--- src/hdl/rrht_ram.sv ---
// Simple dual-port RAM: one write port, one read port with registered data.
module rrht_ram #(
  parameter int WIDTH = 65,
  parameter int DEPTH = 64,
  localparam int AW = (DEPTH > 1) ? $clog2(DEPTH) : 1
) (
  input  logic             clk,
  input  logic             we,
  input  logic [AW-1:0]    waddr,
  input  logic [WIDTH-1:0] wdata,
  input  logic [AW-1:0]    raddr,
  output logic [WIDTH-1:0] rdata
);

  logic [WIDTH-1:0] mem [DEPTH];

  // Write port.
  always_ff @(posedge clk) begin
    if (we) begin
      mem[waddr] <= wdata;
    end
  end

  // Read port with registered data.
  always_ff @(posedge clk) begin
    rdata <= mem[raddr];
  end

endmodule

--- config.mk ---
export PLATFORM = sky130hd
export DESIGN_NAME = rrht_ram
export DESIGN_NICKNAME = d
export VERILOG_FILES = /design/src/hdl/rrht_ram.sv
export SDC_FILE = /design/constraint.sdc
export NUM_CORES = 2
export LEC_CHECK = 0
export BUFFER_PORTS_ARGS = -buffer_cell sky130_fd_sc_hd__buf_2
export CAP_MARGIN = 20
export CORE_ASPECT_RATIO = 0.8
export CORE_MARGIN = 3
export CORE_UTILIZATION = 25
export CTS_BUF_LIST = sky130_fd_sc_hd__clkbuf_4
export DETAILED_ROUTE_END_ITERATION = 8
export HOLD_SLACK_MARGIN = 0.02
export SLEW_MARGIN = 20
export SYNTH_ARGS = -nofsm -noshare
export SYNTH_HDL_FRONTEND = slang
export SYNTH_MEMORY_MAX_BITS = 65536
export SYNTH_SLANG_ARGS = --single-unit
--- constraint.sdc ---
create_clock -name clk -period 11.35 [get_ports clk]
set_input_delay 0.5675 -clock clk [delete_from_list [all_inputs] [get_ports clk]]
set_output_delay 0.5675 -clock clk [all_outputs]
set_load 0.005 [all_outputs]
==> impl_metrics.env <==
export IMPL_status="finished, final reports clean"
export IMPL_die_w_um=896
export IMPL_port_buffers=143
export IMPL_min_period_ns=3.95
export IMPL_power_leakage_nw=56.7
export IMPL_dp_cells=14982
export IMPL_fin_skew_ns=0.173
export IMPL_path_class="input pin to register"
export IMPL_crit_slowest_cell="buf_4"
export IMPL_synthesis_instances=6606
export IMPL_final_hold_viol_count=0
export IMPL_overflow=0
export IMPL_ys_ff_latch=4225
export IMPL_ir_drop_mv=0.0964
export IMPL_drv_slew=0
export IMPL_fin_crit_sh_pct=34.8
export IMPL_cts_resized=0
export IMPL_dieArea_mm2=0.643
export IMPL_cap_violations=0
export IMPL_instances_no_fill=16884
export IMPL_drive_gt1_share_pct=35.8
export IMPL_drc=0
export IMPL_finalWirelength_mm=489
export IMPL_ys_seq_area_share_pct=79.7
export IMPL_slew_headroom_pct=20.0
export IMPL_cpPeakStageDelay_ns=0.87
export IMPL_cp_max_fo=52
export IMPL_clock_sinks=4225
export IMPL_worst_pin_slew_ns=1.20
export IMPL_power_mw=31.1
export IMPL_cts_hold_buf=81
export IMPL_rows=260
export IMPL_clk_pin_slew_ns=0.07
export IMPL_first_pass_iters=6
export IMPL_clk_path_buf_depth=4
export IMPL_grt_pass1_vias=81996
export IMPL_holdWs_ns=0.0765
export IMPL_viasPerCell=4.91
export IMPL_ant_nets=0
export IMPL_crit_family="buffers and inverters"
export IMPL_synth_warnings=0
export IMPL_cts_buffers=969
export IMPL_critPathBufInv=5
export IMPL_antenna_found_initial=69
export IMPL_gp_congestion=0.772
export IMPL_max_freq_ghz=0.253
export IMPL_drtIter0Drc=12353
export IMPL_syn_to_final_growth_pct=16.2
export IMPL_grt_max_degree=137
export IMPL_cp_cell_sequence="dlygate4sd3_1 > buf_8 > buf_4 > buf_4 > nor2b_4 > buf_4 > a22oi_1 > nand3_1 > o211a_1"
export IMPL_synth_nets=6685
export IMPL_cts_root_buffer="clkbuf_4"
export IMPL_tns_ns=0
export IMPL_rsz0062_at_grt="no"
export IMPL_vias=82852
export IMPL_nets=7737
export IMPL_power_density_mw_per_mm2=169
export IMPL_core_mm2=0.629
export IMPL_hp_class="input pin to register"
export IMPL_ios=144
export IMPL_start_kind="input pin"
export IMPL_syn_area_mm2=0.158
export IMPL_track_usage_pct=14.7
export IMPL_ys_types=27
export IMPL_cts_tree="built"
export IMPL_routedWlPerCell_um=29.0
export IMPL_avgSynthCellArea_um2=24.0
export IMPL_initial_utilization_pct=25.2
export IMPL_cp_arrival_ns=5.31
export IMPL_die_h_um=718
export IMPL_postCtsSetupRepairBufs=0
export IMPL_worst_path_most_repeated_cell="buf_4"
export IMPL_crit_path_end_kind="register"
export IMPL_setup_violations=0
export IMPL_grt_pass1_wl_mm=668
export IMPL_hpwl_mm=263
export IMPL_required_ns=12.71
export IMPL_htreeDepth=6
export IMPL_worst_skew_pair_late_latency_ns=1.54
export IMPL_fin_util_pct=29.3
[cell families after synthesis]
kind of cell	share of synthesized area, %
multiplexers	15.4
flip-flops	79.7
AO/OA/AOI/OAI	2.72
buffers and inverters	1.20
AND/OR/NAND/NOR	0.911
[through the flow]
step                      cell area (um^2)  setup slack [ns]
after global routing                184000              7.43
after detailed placement            170000              6.71
after global placement              170000              6.74
after floorplan                     158000              5.28
final                               184000              7.40
after CTS                           184000              7.59
[flip-flops by register name, indices dropped and copies added (netlist names)]
signal	count
mem	4160
rdata	65
[path summary, 6_finish.rpt]
kind	from	end	slack [ns]	cells past startpoint
setup / recovery	raddr[2]	rdata[45]	7.40	9
hold / removal	wdata[47]	mem[0][47]	0.08	2
setup reg to reg	mem[37][59]	rdata[59]	9.42	4
hold reg to reg	mem[6][24]	rdata[24]	0.77	4
[cells in the mapped netlist (all sizes together)]
library cell  instances  share of area, %
dfxtp                65              0.82
edfxtp             4160                79
nand2b                9             0.036
nor2b                 9             0.036
nand4b                1            0.0055
nor2                112              0.27
o221ai               46              0.25
o211a                65              0.41
or3                   3             0.012
nor3                  2            0.0063
or3b                  4             0.022
or2                   2            0.0079
mux2i               103              0.65
clkbuf              120              0.28
nand3b               25              0.12
nand2                 8             0.019
a22oi               260               1.2
nand3               115              0.36
a211oi               65              0.31
mux4               1040                15
nand4                 2            0.0079
o22ai               130              0.51
buf                 257              0.92
and2                  3             0.012
[layout by cell type (no fill, tap or decap), types with 81 or more instances in the layout]
| cell | count |
|---|---|
| nand3_1 | 114 |
| mux4_2 | 1040 |
| clkinv_1 | 258 |
| o22ai_1 | 130 |
| mux2i_1 | 103 |
| a22oi_1 | 260 |
| clkbuf_4 | 1466 |
| dlygate4sd3_1 | 81 |
| buf_4 | 225 |
| buf_2 | 121 |
| edfxtp_1 | 4160 |
[where the power goes]
part	internal, mW	total (mW)	switching (mW)
Clock	6.19	12.2	6.01
Combinational	0.544	1.50	0.958
Sequential	17.3	17.4	0.0971
[metal layers]
layer / part of all wire [%] / up-vias / GRT usage, % / routed length (um)
li1: - / 31656 / - / -
met1: 39 / 44306 / 20.7 / 192000
met2: 45 / 6038 / 22.3 / 222000
met3: 13 / 830 / 4.07 / 62900
met4: 2.6 / 22 / 4.00 / 12900
met5: 0.029 / - / 0 / 144
[cell type report]
cell class,count,area (um^2)
flip-flops and latches,4225,126000
clock inverters,324,1690
clock buffers,1466,11000
well taps,8384,10500
repair buffers,458,3730
fillers,60847,445000
diodes,23,57.6
multi-input cells,2004,30800
No activity file was read; power rests on OpenSTA's default activity.
